$ cat src/cdcs_pkg.sv
// Shared types, constants and BCD helpers for the clock drift compare and sync core.
package cdcs_pkg;

  localparam int EPOCH_LAT   = 7;
  localparam int QUEUE_DEPTH = 4;
  localparam int QPTR_W      = $clog2(QUEUE_DEPTH);
  localparam int QCNT_W      = QPTR_W + 1;

  localparam logic [11:0] EPOCH_YEAR         = 12'd1970;
  localparam logic [11:0] BASE_YEAR          = 12'd2000;
  localparam logic [20:0] LEAPS_BEFORE_EPOCH = 21'd477;
  localparam logic [31:0] SECS_PER_DAY       = 32'd86400;
  localparam logic [17:0] SECS_PER_HOUR      = 18'd3600;
  localparam logic [17:0] SECS_PER_MIN       = 18'd60;

  localparam logic [15:0] THRESHOLD_RESET = 16'd2;
  localparam logic        PREFER_RESET    = 1'b1;

  typedef enum logic [1:0] {
    ACT_NONE       = 2'd0,
    ACT_LOAD_LOCAL = 2'd1,
    ACT_WRITE_EXT  = 2'd2,
    ACT_INVALID    = 2'd3
  } action_e;

  typedef enum logic {
    CFG_THRESHOLD = 1'b0,
    CFG_PREFER    = 1'b1
  } cfg_idx_e;

  typedef struct packed {
    logic [6:0]  ext_second;
    logic [6:0]  ext_minute;
    logic [5:0]  ext_hour;
    logic [2:0]  ext_weekday;
    logic [5:0]  ext_day;
    logic [4:0]  ext_month;
    logic [11:0] ext_year;
    logic [5:0]  loc_second;
    logic [5:0]  loc_minute;
    logic [4:0]  loc_hour;
    logic [4:0]  loc_day;
    logic [3:0]  loc_month;
    logic [11:0] loc_year;
    logic        invalid;
    logic        loc_early;
    logic [55:0] write_bcd;
  } item_t;

  function automatic logic [7:0] bcd_dec(input logic [7:0] b);
    logic [7:0] hi;
    hi = {4'h0, b[7:4]};
    return (hi << 3) + (hi << 1) + {4'h0, b[3:0]};
  endfunction

  function automatic logic [7:0] bcd_enc(input logic [7:0] v);
    logic [15:0] p;
    logic [7:0]  r;
    p = {8'h00, v} * 16'd205;
    r = v - ({3'b000, p[15:11]} * 8'd10);
    return {p[14:11], r[3:0]};
  endfunction

  function automatic logic [8:0] month_start(input logic [3:0] m);
    logic [8:0] d;
    unique case (m)
      4'd1:    d = 9'd0;
      4'd2:    d = 9'd31;
      4'd3:    d = 9'd59;
      4'd4:    d = 9'd90;
      4'd5:    d = 9'd120;
      4'd6:    d = 9'd151;
      4'd7:    d = 9'd181;
      4'd8:    d = 9'd212;
      4'd9:    d = 9'd243;
      4'd10:   d = 9'd273;
      4'd11:   d = 9'd304;
      4'd12:   d = 9'd334;
      default: d = 9'd0;
    endcase
    return d;
  endfunction

endpackage

$ cat src/cdcs_front.sv
// Front stage: accept an item, decode the BCD time, encode the local time, classify.
module cdcs_front import cdcs_pkg::*; (
  input  logic        clk_i,
  input  logic        rst_ni,
  input  logic        in_valid_i,
  output logic        in_stall_o,
  input  logic [55:0] external_raw_i,
  input  logic [5:0]  local_second_i,
  input  logic [5:0]  local_minute_i,
  input  logic [4:0]  local_hour_i,
  input  logic [2:0]  local_weekday_i,
  input  logic [4:0]  local_day_i,
  input  logic [3:0]  local_month_i,
  input  logic [11:0] local_year_i,
  input  logic        full_i,
  output logic        push_o,
  output item_t       push_data_o
);

  item_t      item_d;
  item_t      front_q;
  logic       front_vld_q;
  logic       front_vld_d;
  logic       accept;
  logic [7:0] es8, emi8, eh8, ew8, ed8, emo8, ey8;
  logic       ext_bad, loc_bad;

  always_comb begin
    es8  = bcd_dec({1'b0, external_raw_i[6:0]});
    emi8 = bcd_dec({1'b0, external_raw_i[14:8]});
    eh8  = bcd_dec({2'b00, external_raw_i[21:16]});
    ew8  = bcd_dec({5'b00000, external_raw_i[26:24]});
    ed8  = bcd_dec({2'b00, external_raw_i[37:32]});
    emo8 = bcd_dec({3'b000, external_raw_i[44:40]});
    ey8  = bcd_dec(external_raw_i[55:48]);

    item_d.ext_second  = es8[6:0];
    item_d.ext_minute  = emi8[6:0];
    item_d.ext_hour    = eh8[5:0];
    item_d.ext_weekday = ew8[2:0];
    item_d.ext_day     = ed8[5:0];
    item_d.ext_month   = emo8[4:0];
    item_d.ext_year    = BASE_YEAR + {4'h0, ey8};
    item_d.loc_second  = local_second_i;
    item_d.loc_minute  = local_minute_i;
    item_d.loc_hour    = local_hour_i;
    item_d.loc_day     = local_day_i;
    item_d.loc_month   = local_month_i;
    item_d.loc_year    = local_year_i;

    ext_bad = (emo8[4:0] == 5'd0) || (emo8[4:0] > 5'd12);
    loc_bad = (local_year_i >= EPOCH_YEAR) &&
              ((local_month_i == 4'd0) || (local_month_i > 4'd12));
    item_d.invalid   = ext_bad || loc_bad;
    item_d.loc_early = local_year_i < EPOCH_YEAR;

    item_d.write_bcd = {bcd_enc(8'(local_year_i - BASE_YEAR)),
                        bcd_enc({4'h0, local_month_i}),
                        bcd_enc({3'b000, local_day_i}),
                        bcd_enc({5'b00000, local_weekday_i}),
                        bcd_enc({3'b000, local_hour_i}),
                        bcd_enc({2'b00, local_minute_i}),
                        bcd_enc({2'b00, local_second_i})};
  end

  assign in_stall_o  = front_vld_q && full_i;
  assign accept      = in_valid_i && !in_stall_o;
  assign push_o      = front_vld_q && !full_i;
  assign push_data_o = front_q;

  always_comb begin
    front_vld_d = front_vld_q;
    if (accept) begin
      front_vld_d = 1'b1;
    end else if (push_o) begin
      front_vld_d = 1'b0;
    end
  end

  always_ff @(posedge clk_i or negedge rst_ni) begin
    if (!rst_ni) begin
      front_vld_q <= 1'b0;
    end else begin
      front_vld_q <= front_vld_d;
    end
  end

  always_ff @(posedge clk_i) begin
    if (accept) begin
      front_q <= item_d;
    end
  end

endmodule

$ cat src/cdcs_queue.sv
// Short queue of classified items between the front stage and the back pipeline.
module cdcs_queue import cdcs_pkg::*; (
  input  logic  clk_i,
  input  logic  rst_ni,
  input  logic  push_i,
  input  item_t push_data_i,
  output logic  full_o,
  input  logic  pop_i,
  output logic  empty_o,
  output item_t head_o
);

  item_t             mem_q [QUEUE_DEPTH];
  logic [QPTR_W-1:0] wr_ptr_q, wr_ptr_d;
  logic [QPTR_W-1:0] rd_ptr_q, rd_ptr_d;
  logic [QCNT_W-1:0] cnt_q, cnt_d;
  logic              do_push, do_pop;

  assign full_o  = cnt_q == QCNT_W'(QUEUE_DEPTH);
  assign empty_o = cnt_q == '0;
  assign head_o  = mem_q[rd_ptr_q];
  assign do_push = push_i && !full_o;
  assign do_pop  = pop_i && !empty_o;

  always_comb begin
    wr_ptr_d = wr_ptr_q;
    rd_ptr_d = rd_ptr_q;
    cnt_d    = cnt_q;
    if (do_push) begin
      wr_ptr_d = (wr_ptr_q == QPTR_W'(QUEUE_DEPTH - 1)) ? '0 : wr_ptr_q + 1'b1;
    end
    if (do_pop) begin
      rd_ptr_d = (rd_ptr_q == QPTR_W'(QUEUE_DEPTH - 1)) ? '0 : rd_ptr_q + 1'b1;
    end
    if (do_push && !do_pop) begin
      cnt_d = cnt_q + 1'b1;
    end else if (do_pop && !do_push) begin
      cnt_d = cnt_q - 1'b1;
    end
  end

  always_ff @(posedge clk_i or negedge rst_ni) begin
    if (!rst_ni) begin
      wr_ptr_q <= '0;
      rd_ptr_q <= '0;
      cnt_q    <= '0;
    end else begin
      wr_ptr_q <= wr_ptr_d;
      rd_ptr_q <= rd_ptr_d;
      cnt_q    <= cnt_d;
    end
  end

  always_ff @(posedge clk_i) begin
    if (do_push) begin
      mem_q[wr_ptr_q] <= push_data_i;
    end
  end

endmodule

$ cat src/cdcs_epoch.sv
// Seven-stage pipeline that turns a calendar date and time into 32-bit epoch seconds.
module cdcs_epoch import cdcs_pkg::*; (
  input  logic        clk_i,
  input  logic        en_i,
  input  logic [11:0] year_i,
  input  logic [3:0]  month_i,
  input  logic [5:0]  day_i,
  input  logic [5:0]  hour_i,
  input  logic [6:0]  minute_i,
  input  logic [6:0]  second_i,
  output logic [31:0] epoch_o
);

  logic [11:0] yr1_q, yr2_q, yr3_q;
  logic [3:0]  mo1_q, mo2_q, mo3_q;
  logic [5:0]  dy1_q, dy2_q, dy3_q;
  logic [17:0] tod1_q, tod2_q, tod3_q, tod4_q, tod5_q, tod6_q;
  logic [5:0]  cap1_q, cap2_q;
  logic [5:0]  c3_q;
  logic        rz3_q;
  logic [20:0] part3_q, dm3_q;
  logic [20:0] days4_q;
  logic [31:0] prod5_q;
  logic [31:0] epoch6_q;

  logic [19:0] cap_prod;
  logic [17:0] tod_d;
  logic [9:0]  q4_2, rem2;
  logic [5:0]  c2;
  logic        rz2;
  logic [9:0]  q4_3, lp3;
  logic        leap3, adj3;
  logic [20:0] part_d, dm_d;

  always_comb begin
    cap_prod = {10'h000, year_i[11:2]} * 20'd655;
    tod_d    = 18'(hour_i) * SECS_PER_HOUR + 18'(minute_i) * SECS_PER_MIN + 18'(second_i);
  end

  always_comb begin
    q4_2 = yr2_q[11:2];
    rem2 = q4_2 - (10'(cap2_q) * 10'd25);
    if (rem2 >= 10'd25) begin
      c2  = cap2_q + 6'd1;
      rz2 = rem2 == 10'd25;
    end else begin
      c2  = cap2_q;
      rz2 = rem2 == 10'd0;
    end
  end

  always_comb begin
    q4_3   = yr3_q[11:2];
    leap3  = (yr3_q[1:0] == 2'b00) && (!rz3_q || (c3_q[1:0] == 2'b00));
    lp3    = q4_3 - 10'(c3_q) + 10'(c3_q >> 2) - 10'(leap3);
    adj3   = leap3 && (mo3_q > 4'd2);
    part_d = 21'(12'(yr3_q - EPOCH_YEAR)) * 21'd365 + 21'(lp3) - LEAPS_BEFORE_EPOCH;
    dm_d   = 21'(month_start(mo3_q)) + 21'(adj3) + 21'(dy3_q) - 21'd1;
  end

  always_ff @(posedge clk_i) begin
    if (en_i) begin
      yr1_q    <= year_i;
      mo1_q    <= month_i;
      dy1_q    <= day_i;
      tod1_q   <= tod_d;
      cap1_q   <= cap_prod[19:14];

      yr2_q    <= yr1_q;
      mo2_q    <= mo1_q;
      dy2_q    <= dy1_q;
      tod2_q   <= tod1_q;
      cap2_q   <= cap1_q;

      yr3_q    <= yr2_q;
      mo3_q    <= mo2_q;
      dy3_q    <= dy2_q;
      tod3_q   <= tod2_q;
      c3_q     <= c2;
      rz3_q    <= rz2;

      part3_q  <= part_d;
      dm3_q    <= dm_d;
      tod4_q   <= tod3_q;

      days4_q  <= part3_q + dm3_q;
      tod5_q   <= tod4_q;

      prod5_q  <= {{11{days4_q[20]}}, days4_q} * SECS_PER_DAY;
      tod6_q   <= tod5_q;

      epoch6_q <= prod5_q + 32'(tod6_q);
    end
  end

  assign epoch_o = epoch6_q;

endmodule

$ cat src/cdcs_back.sv
// Back pipeline: epoch conversion of both dates, absolute difference, sync decision.
module cdcs_back import cdcs_pkg::*; (
  input  logic        clk_i,
  input  logic        rst_ni,
  input  logic        head_valid_i,
  input  item_t       head_i,
  output logic        pop_o,
  input  logic [15:0] threshold_i,
  input  logic        prefer_i,
  output logic        out_valid_o,
  input  logic        out_stall_i,
  output logic [1:0]  action_o,
  output logic [31:0] difference_seconds_o,
  output logic [6:0]  ext_second_o,
  output logic [6:0]  ext_minute_o,
  output logic [5:0]  ext_hour_o,
  output logic [2:0]  ext_weekday_o,
  output logic [5:0]  ext_day_o,
  output logic [4:0]  ext_month_o,
  output logic [11:0] ext_year_o,
  output logic [55:0] write_bcd_o
);

  logic                 en;
  item_t                pipe_q [EPOCH_LAT];
  logic [EPOCH_LAT-1:0] pipe_vld_q;
  logic [31:0]          ext_epoch, loc_epoch, loc_sel;
  logic [31:0]          diff_d, diff_q;
  item_t                dpl_q, opl_q;
  logic                 dvld_q, ovld_q;
  action_e              act_d, act_q;
  logic [31:0]          odiff_d, odiff_q;
  item_t                last;

  assign en    = !ovld_q || !out_stall_i;
  assign pop_o = en && head_valid_i;
  assign last  = pipe_q[EPOCH_LAT-1];

  cdcs_epoch u_ext_epoch (
    .clk_i    (clk_i),
    .en_i     (en),
    .year_i   (head_i.ext_year),
    .month_i  (head_i.ext_month[3:0]),
    .day_i    (head_i.ext_day),
    .hour_i   (head_i.ext_hour),
    .minute_i (head_i.ext_minute),
    .second_i (head_i.ext_second),
    .epoch_o  (ext_epoch)
  );

  cdcs_epoch u_loc_epoch (
    .clk_i    (clk_i),
    .en_i     (en),
    .year_i   (head_i.loc_year),
    .month_i  (head_i.loc_month),
    .day_i    ({1'b0, head_i.loc_day}),
    .hour_i   ({1'b0, head_i.loc_hour}),
    .minute_i ({1'b0, head_i.loc_minute}),
    .second_i ({1'b0, head_i.loc_second}),
    .epoch_o  (loc_epoch)
  );

  always_comb begin
    loc_sel = last.loc_early ? 32'd0 : loc_epoch;
    diff_d  = (ext_epoch > loc_sel) ? ext_epoch - loc_sel : loc_sel - ext_epoch;
  end

  always_comb begin
    act_d   = ACT_NONE;
    odiff_d = diff_q;
    if (dpl_q.invalid) begin
      act_d   = ACT_INVALID;
      odiff_d = 32'd0;
    end else if (diff_q > 32'(threshold_i)) begin
      act_d = prefer_i ? ACT_LOAD_LOCAL : ACT_WRITE_EXT;
    end
  end

  always_ff @(posedge clk_i or negedge rst_ni) begin
    if (!rst_ni) begin
      pipe_vld_q <= '0;
      dvld_q     <= 1'b0;
      ovld_q     <= 1'b0;
    end else if (en) begin
      pipe_vld_q <= {pipe_vld_q[EPOCH_LAT-2:0], head_valid_i};
      dvld_q     <= pipe_vld_q[EPOCH_LAT-1];
      ovld_q     <= dvld_q;
    end
  end

  always_ff @(posedge clk_i) begin
    if (en) begin
      pipe_q[0] <= head_i;
      for (int k = 1; k < EPOCH_LAT; k++) begin
        pipe_q[k] <= pipe_q[k-1];
      end
      dpl_q   <= last;
      diff_q  <= diff_d;
      opl_q   <= dpl_q;
      act_q   <= act_d;
      odiff_q <= odiff_d;
    end
  end

  assign out_valid_o          = ovld_q;
  assign action_o             = act_q;
  assign difference_seconds_o = odiff_q;
  assign ext_second_o         = opl_q.ext_second;
  assign ext_minute_o         = opl_q.ext_minute;
  assign ext_hour_o           = opl_q.ext_hour;
  assign ext_weekday_o        = opl_q.ext_weekday;
  assign ext_day_o            = opl_q.ext_day;
  assign ext_month_o          = opl_q.ext_month;
  assign ext_year_o           = opl_q.ext_year;
  assign write_bcd_o          = opl_q.write_bcd;

endmodule

$ cat src/clock_drift_compare_and_sync_core.sv
// Top level of the clock drift compare and sync core.
//
//  channel | handshake                | payload
//  --------+--------------------------+------------------------------------------
//  in      | in_valid_i / in_stall_o  | external_raw_i, local_*_i
//  out     | out_valid_o / out_stall_i| action_o, difference_seconds_o, ext_*_o,
//          |                          | write_bcd_o
//  cfg     | cfg_valid_i / cfg_ready_o| cfg_index_i, cfg_data_i
//
//  One item per cycle sustained when nothing stalls; a result passes through the
//  front register, four-entry queue, seven-stage epoch pipeline, difference stage
//  and output register.
//  Reset clears the handshake state and sets threshold 2 and prefer-external.
//  A stalled output freezes the back pipeline; the queue and the front register
//  absorb up to five items before the input stalls.
module clock_drift_compare_and_sync_core import cdcs_pkg::*; (
  input  logic        clk_i,
  input  logic        rst_ni,
  input  logic        in_valid_i,
  output logic        in_stall_o,
  input  logic [55:0] external_raw_i,
  input  logic [5:0]  local_second_i,
  input  logic [5:0]  local_minute_i,
  input  logic [4:0]  local_hour_i,
  input  logic [2:0]  local_weekday_i,
  input  logic [4:0]  local_day_i,
  input  logic [3:0]  local_month_i,
  input  logic [11:0] local_year_i,
  output logic        out_valid_o,
  input  logic        out_stall_i,
  output logic [1:0]  action_o,
  output logic [31:0] difference_seconds_o,
  output logic [6:0]  ext_second_o,
  output logic [6:0]  ext_minute_o,
  output logic [5:0]  ext_hour_o,
  output logic [2:0]  ext_weekday_o,
  output logic [5:0]  ext_day_o,
  output logic [4:0]  ext_month_o,
  output logic [11:0] ext_year_o,
  output logic [55:0] write_bcd_o,
  input  logic        cfg_valid_i,
  output logic        cfg_ready_o,
  input  logic        cfg_index_i,
  input  logic [15:0] cfg_data_i
);

  logic        push, full, empty, pop;
  item_t       push_data, head;
  logic [15:0] threshold_q;
  logic        prefer_q;

  assign cfg_ready_o = 1'b1;

  always_ff @(posedge clk_i or negedge rst_ni) begin
    if (!rst_ni) begin
      threshold_q <= THRESHOLD_RESET;
      prefer_q    <= PREFER_RESET;
    end else if (cfg_valid_i && cfg_ready_o) begin
      unique case (cfg_index_i)
        CFG_THRESHOLD: threshold_q <= cfg_data_i;
        CFG_PREFER:    prefer_q    <= cfg_data_i[0];
        default: ;
      endcase
    end
  end

  cdcs_front u_front (
    .clk_i           (clk_i),
    .rst_ni          (rst_ni),
    .in_valid_i      (in_valid_i),
    .in_stall_o      (in_stall_o),
    .external_raw_i  (external_raw_i),
    .local_second_i  (local_second_i),
    .local_minute_i  (local_minute_i),
    .local_hour_i    (local_hour_i),
    .local_weekday_i (local_weekday_i),
    .local_day_i     (local_day_i),
    .local_month_i   (local_month_i),
    .local_year_i    (local_year_i),
    .full_i          (full),
    .push_o          (push),
    .push_data_o     (push_data)
  );

  cdcs_queue u_queue (
    .clk_i       (clk_i),
    .rst_ni      (rst_ni),
    .push_i      (push),
    .push_data_i (push_data),
    .full_o      (full),
    .pop_i       (pop),
    .empty_o     (empty),
    .head_o      (head)
  );

  cdcs_back u_back (
    .clk_i                (clk_i),
    .rst_ni               (rst_ni),
    .head_valid_i         (!empty),
    .head_i               (head),
    .pop_o                (pop),
    .threshold_i          (threshold_q),
    .prefer_i             (prefer_q),
    .out_valid_o          (out_valid_o),
    .out_stall_i          (out_stall_i),
    .action_o             (action_o),
    .difference_seconds_o (difference_seconds_o),
    .ext_second_o         (ext_second_o),
    .ext_minute_o         (ext_minute_o),
    .ext_hour_o           (ext_hour_o),
    .ext_weekday_o        (ext_weekday_o),
    .ext_day_o            (ext_day_o),
    .ext_month_o          (ext_month_o),
    .ext_year_o           (ext_year_o),
    .write_bcd_o          (write_bcd_o)
  );

endmodule

$ cat config.mk
export PLATFORM = sky130hd
export DESIGN_NAME = clock_drift_compare_and_sync_core
export DESIGN_NICKNAME = d
export VERILOG_FILES = /design/src/cdcs_pkg.sv /design/src/cdcs_front.sv /design/src/cdcs_queue.sv /design/src/cdcs_epoch.sv /design/src/cdcs_back.sv /design/src/clock_drift_compare_and_sync_core.sv
export SDC_FILE = /design/constraint.sdc
export NUM_CORES = 2
export LEC_CHECK = 0
export BUFFER_PORTS_ARGS = -buffer_cell sky130_fd_sc_hd__buf_4
export CAP_MARGIN = 20
export CORE_MARGIN = 3
export CORE_UTILIZATION = 55
export DETAILED_ROUTE_END_ITERATION = 7
export PLACE_DENSITY = 0.71
export SYNTH_ARGS = -nofsm -noshare
export SYNTH_HDL_FRONTEND = slang
export SYNTH_HIERARCHICAL = 1
export SYNTH_SLANG_ARGS = --single-unit
export TNS_END_PERCENT = 30
$ cat constraint.sdc
create_clock -name clk_i -period 52.9 [get_ports clk_i]
set_input_delay 2.645 -clock clk_i [delete_from_list [all_inputs] [get_ports clk_i]]
set_output_delay 2.645 -clock clk_i [all_outputs]
set_load 0.01 [all_outputs]
* After elaboration in Yosys (flattened, before gate mapping)
Memory sizes are Yosys's and may differ from the RTL's. A register that Yosys moved wholly into a read port is not among the register bits.
Cells that the tools add are included.
** Operators by class
- $add $sub $neg :: 56
- Multiply operators :: 24
- Magnitude comparators :: 10
- Equality and inequality tests :: 5
- Mux-type cells :: 20
- Bitwise logic cells :: 1
- Reduce and logical (&&, ||, !) cells :: 41
** Operators by type and width (count)
- $add 32x18->32 :: 2
- $mul 32x10->25 const B :: 2
- $mux 32 :: 2
- $sub 32x32->32 :: 2
- $add 21x10->21 :: 2
- $add 21x21->21 :: 2
- $mul 12x9->21 const B :: 2
- $mul 6x8->14 const B :: 3
- $sub 21x9->21 const B :: 2
- $mul 10x10->20 const B :: 2
- $mul 5x8->13 const B :: 3
- $gt 32x16->1 :: 1
- $gt 32x32->1 :: 1
- $sub 11x1->12 const B :: 2
- $sub 12x11->12 const B :: 2
- $sub 4x4->4 :: 6
- $add 10x4->10 :: 2
- $add 9x1->10 :: 2
- $eq 10x5->1 const B :: 2
- $ge 10x5->1 const B :: 2
- $logic_not 10->1 :: 2
- $mul 6x5->10 const B :: 2
- $sub 10x1->10 :: 2
- $sub 10x10->10 :: 2
- other kinds (51) :: 105
** Word-level totals
- Flip-flop bits (word level) :: 1056
- Memory bits (writable) :: 1506
- Bits in read-only memories :: 288
- Output and inout bits :: 139
- Memories :: 4
** Memories
- u_back.pipe_q :: depth 7, width 142, rd ports 7, clocked after Yosys merged registers in 0, write ports 7, line cdcs_back.sv:25 : item_t pipe_q [EPOCH_LAT];
- u_queue.mem_q :: depth 4, width 128, rd ports 1, clocked after Yosys merged registers in 0, write ports 1, line cdcs_queue.sv:13 : item_t mem_q [QUEUE_DEPTH];
- (no name shown) :: depth 16, width 9, rd ports 1, clocked after Yosys merged registers in 1, write ports 0, line cdcs_pkg.sv:66 : unique case (m)
- (no name shown) :: depth 16, width 9, rd ports 1, clocked after Yosys merged registers in 1, write ports 0, line cdcs_pkg.sv:66

* Longest topological paths before layout
- Depth in word-level cells :: 8
- Depth in mapped cells :: 30
- Gate-level depth less buffers :: 30

* By module
Netlist, hierarchy kept.
** Modules (own cells, without submodules)
- cdcs_back :: instances 1, cells an instance 1674, area each 34664.5 µm²
- cdcs_epoch (u_back.u_loc_epoch) :: instances 1, cells an instance 2029, area each 23526.3 µm²
- cdcs_epoch (u_back.u_ext_epoch) :: instances 1, cells an instance 1960, area each 23072.1 µm²
- cdcs_queue :: instances 1, cells an instance 779, area each 20895.0 µm²
- cdcs_front :: instances 1, cells an instance 727, area each 9009.9 µm²
- clock_drift_compare_and_sync_core :: instances 1, cells an instance 41, area each 720.7 µm²

* Worst setup path after synthesis
OpenSTA, ideal clock, no wires.
- Path type :: input to register
- From :: input out_stall_i
- To :: register u_back.dvld_q
- Arrival :: 40580 ps
- Slack :: 12121 ps
- Cell stages on the path :: 2
- Path buffers :: 0
- Cells stage by stage :: nand2_1 mux2_2
** On the way
- Word-level cells in the longest chain between the ends :: 2
** RTL lines
- start: declaration :: line clock_drift_compare_and_sync_core.sv:30 : input logic out_stall_i,
- $logic_not 1->1 :: line cdcs_back.sv:35 : assign en = !ovld_q || !out_stall_i;
- $logic_or 1x1->1 :: line cdcs_back.sv:35
- end signal: assignment :: line cdcs_back.sv:86 : dvld_q <= pipe_vld_q[EPOCH_LAT-1];
- end: declaration :: line cdcs_back.sv:30 : logic dvld_q, ovld_q;
Every way passes these cells.
A chain may end at the register's enable or synchronous reset.

==> impl_metrics.toml <==
[global_route]
grtUsageMet2 = 0.300
use_met1 = 0.261
globalRouteMet3Util = 0.0266
vias_in_the_first_global_route = 56500
busiest_layer = "met2"
grt_first_pass_wirelength_mm = 306
grt_max_degree = 177
gr-usage-all-layers = 0.184
grt_remaining_overflow = 0
antenna_violations_before_repair = 8

[worst_setup_path]
critPathCaptureType = "flop"
cp-start-kind = "input port"
critPathArrivalTime_ns = 8.16
crit_path_max_fanout = 124
worst-endpoint-required_ns = 53.38
crit_type = "in -> reg"

[logic_synthesis]
yosysTopAreaCellShare = 0.616
synth_enable_flop_cells = 2297
yosys.cell_types.count = 112
synth_seq_cells = 2349
cell_area_after_synthesis_um2 = 112000
yosysWarningCount = 6
netlist_top_cells_area = "edfxtp_1 (62%), ha_1 (11%), fa_1 (6.4%)"
synthFlopType = "edfxtp_1"
yosys-top-cells-count = "edfxtp_1 (2297), inv_1 (1128), ha_1 (1003)"
yosys.cell_count.top_type = "edfxtp_1"
cells_after_synth = 7210
synth_top_area_cell = "edfxtp_1"
postSynth.asyncResetShare = 0.0145
synth_sequential_area_ratio = 0.627
syn_area_per_cell_um2 = 15.5

[detailed_routing]
drt-wirelength-per-cell_um = 18.0
final_antenna_net_count = 0
drc = 0
vias_per_cell = 5.27
totalWireLength_mm = 189
detailroute.via_count = 55400
first_pass_iters = 6
dr.first_iter.drc_count = 3503

[status]
run_status = "finished, final reports clean"

[timing]
final_period_minus_worst_setup_slack_ns = 7.68
final_period_utilization = 0.145
slew_viol_final = 0
rsz_0062_raised_after_global_routing = "false"
finalClockSkew_ns = 0.0978
finalHoldWorstSlack_ns = 0.395
hold_viol_final = 0
tightest_slew_ns = 0.996
totalNegativeSetupSlack_ns = 0
report.final.setup_viol = 0
clock.fmax_ghz = 0.130
slew_headroom = 0.319

[clock_tree]
clkLatencyLatePin_ns = 0.85
clock_tree.htree_level_count = 4
number_of_buffers_created_by_cts = 228
postCtsHoldBufs = 0
tritoncts_clock_tree = "done"
clkSlewWorstSetupHoldPaths_ns = 0.06
post_cts.repair.setup_buffers = 0
cts.root.buffer_cell = "clkbuf_16"
clock_sinks = 2349
cts_max_path_buffers = 3
post_cts_resized = 0

[floorplanning]
start_util = 0.556
design.core.area_um2 = 201000
pin_count = 258
floorplan.die.height_um = 457
fp.dieArea_um2 = 209000
placementRows = 164
die_x_um = 457

[final_layout]
post-route-util = 0.619
register_area_um2 = 70200
multiInputGateArea_um2 = 37000
fin_nets = 9124
fill_cells = 14500
layout-drive-gt1-share = 0.111
flow.area_growth_from_synthesis_pct = 11.3

[job]
drv_cap = 0

[placed_design]
port_buffers = 242
detailed_place_hpwl_mm = 131
finalWeightedCongestion = 0.849

[min_path]
min-delay-path-class = "reg -> reg"
==> path summary, 6_finish.rpt <==
check                                                  from                        endpoint  slack, ns  cells after the start
max in group asynchronous                            rst_ni             u_queue/rd_ptr_q[1]      50.56                      1
worst max register to register  u_back/u_ext_epoch/yr3_q[1]  u_back/u_ext_epoch/part3_q[19]      45.29                     29
worst min-delay path                  u_back/pipe_q[2][104]           u_back/pipe_q[3][104]       0.40                      0
worst min register to register        u_back/pipe_q[2][104]           u_back/pipe_q[3][104]       0.40                      0
worst max-delay path                            out_stall_i            u_back/pipe_q[0][46]      45.22                      8
min in group asynchronous                            rst_ni                 threshold_q[12]       1.82                      1
==> layout make-up <==
class	count	share of cell area
tap	2656	0.0267
antenna	6	0.000121
timing repair buffer	282	0.0180
clock inverter	144	0.0123
inverter	1128	0.0340
multi-input combinational	3656	0.297
sequential	2349	0.564
clock buffer	282	0.0482
==> worst max-delay path: stages <==
cell	delay (ns)
buf_4	0.12
nand2_4	0.51
buf_12	0.55
buf_4	0.69
buf_4	0.72
buf_4	0.83
buf_4	0.87
buf_4	0.91
==> kinds of logic after synthesis <==
group                      synth area share
buffers and inverters                0.0434
muxes                                0.0352
AOI/OAI and AO/OA                    0.0509
and+or+nand+nor                      0.0367
adders and majority gates             0.176
other                              0.000101
xor gates and xnor gates             0.0304
DFF                                   0.627
==> layer usage <==
metal  part of all wire  up-vias  wire [um]
met5                  0        -          0
met4              0.023        0       4320
met3              0.034      245       6390
met2               0.48      839      90800
met1               0.46    27400      87900
li1                   -    26800          -
==> stage by stage <==
step                instances  cell area, um2  setup WS [ns]
floorplan                7234          112000          12.12
global placement        10100          117000          44.33
detailed placement      10100          117000          44.18
CTS                     10500          124000          45.17
global route            10500          125000          44.71
finish                  10500          125000          45.22
==> cells in the final DEF, fill, tap and decap left out, types with 23 or more instances in the layout <==
master	n
and3_1	24
clkinv_1	44
nand3_1	79
xor2_1	110
and2_1	25
nand2_1	186
o21a_1	52
fa_1	357
a31oi_1	30
nor2b_1	72
edfxtp_1	2297
dfrtp_1	30
nand4_1	27
clkinv_2	38
nor2_1	187
o21bai_1	46
inv_1	1128
clkbuf_16	229
mux2i_1	32
ha_1	1003
a211oi_1	37
or3_1	23
a21oi_1	269
clkbuf_1	46
mux4_2	142
nand2b_1	60
buf_4	274
conb_1	27
xnor2_1	270
nor3_1	51
a21o_1	88
o21ai_0	143
==> sequential cells by signal, indices dropped and copies added (netlist names), 21 cells and up, named ones only <==
register                     cells
u_back/u_ext_epoch/days4_q      21
u_front/push_data_o            122
u_back/u_loc_epoch/prod5_q      25
u_back/u_ext_epoch/prod5_q      25
u_back/diff_q                   32
u_back/dpl_q                   103
u_back/u_ext_epoch/part3_q      21
u_back/u_ext_epoch/epoch_o      32
u_back/u_loc_epoch/epoch_o      32
u_back/u_loc_epoch/days4_q      21
u_back/write_bcd_o              56
u_queue/mem_q                  568
u_back/pipe_q                  728
u_back/difference_seconds_o     32
u_back/u_loc_epoch/part3_q      21
Power is not shown: default switching activity piles up to over one toggle a cycle in this logic, so the estimate is an artifact.
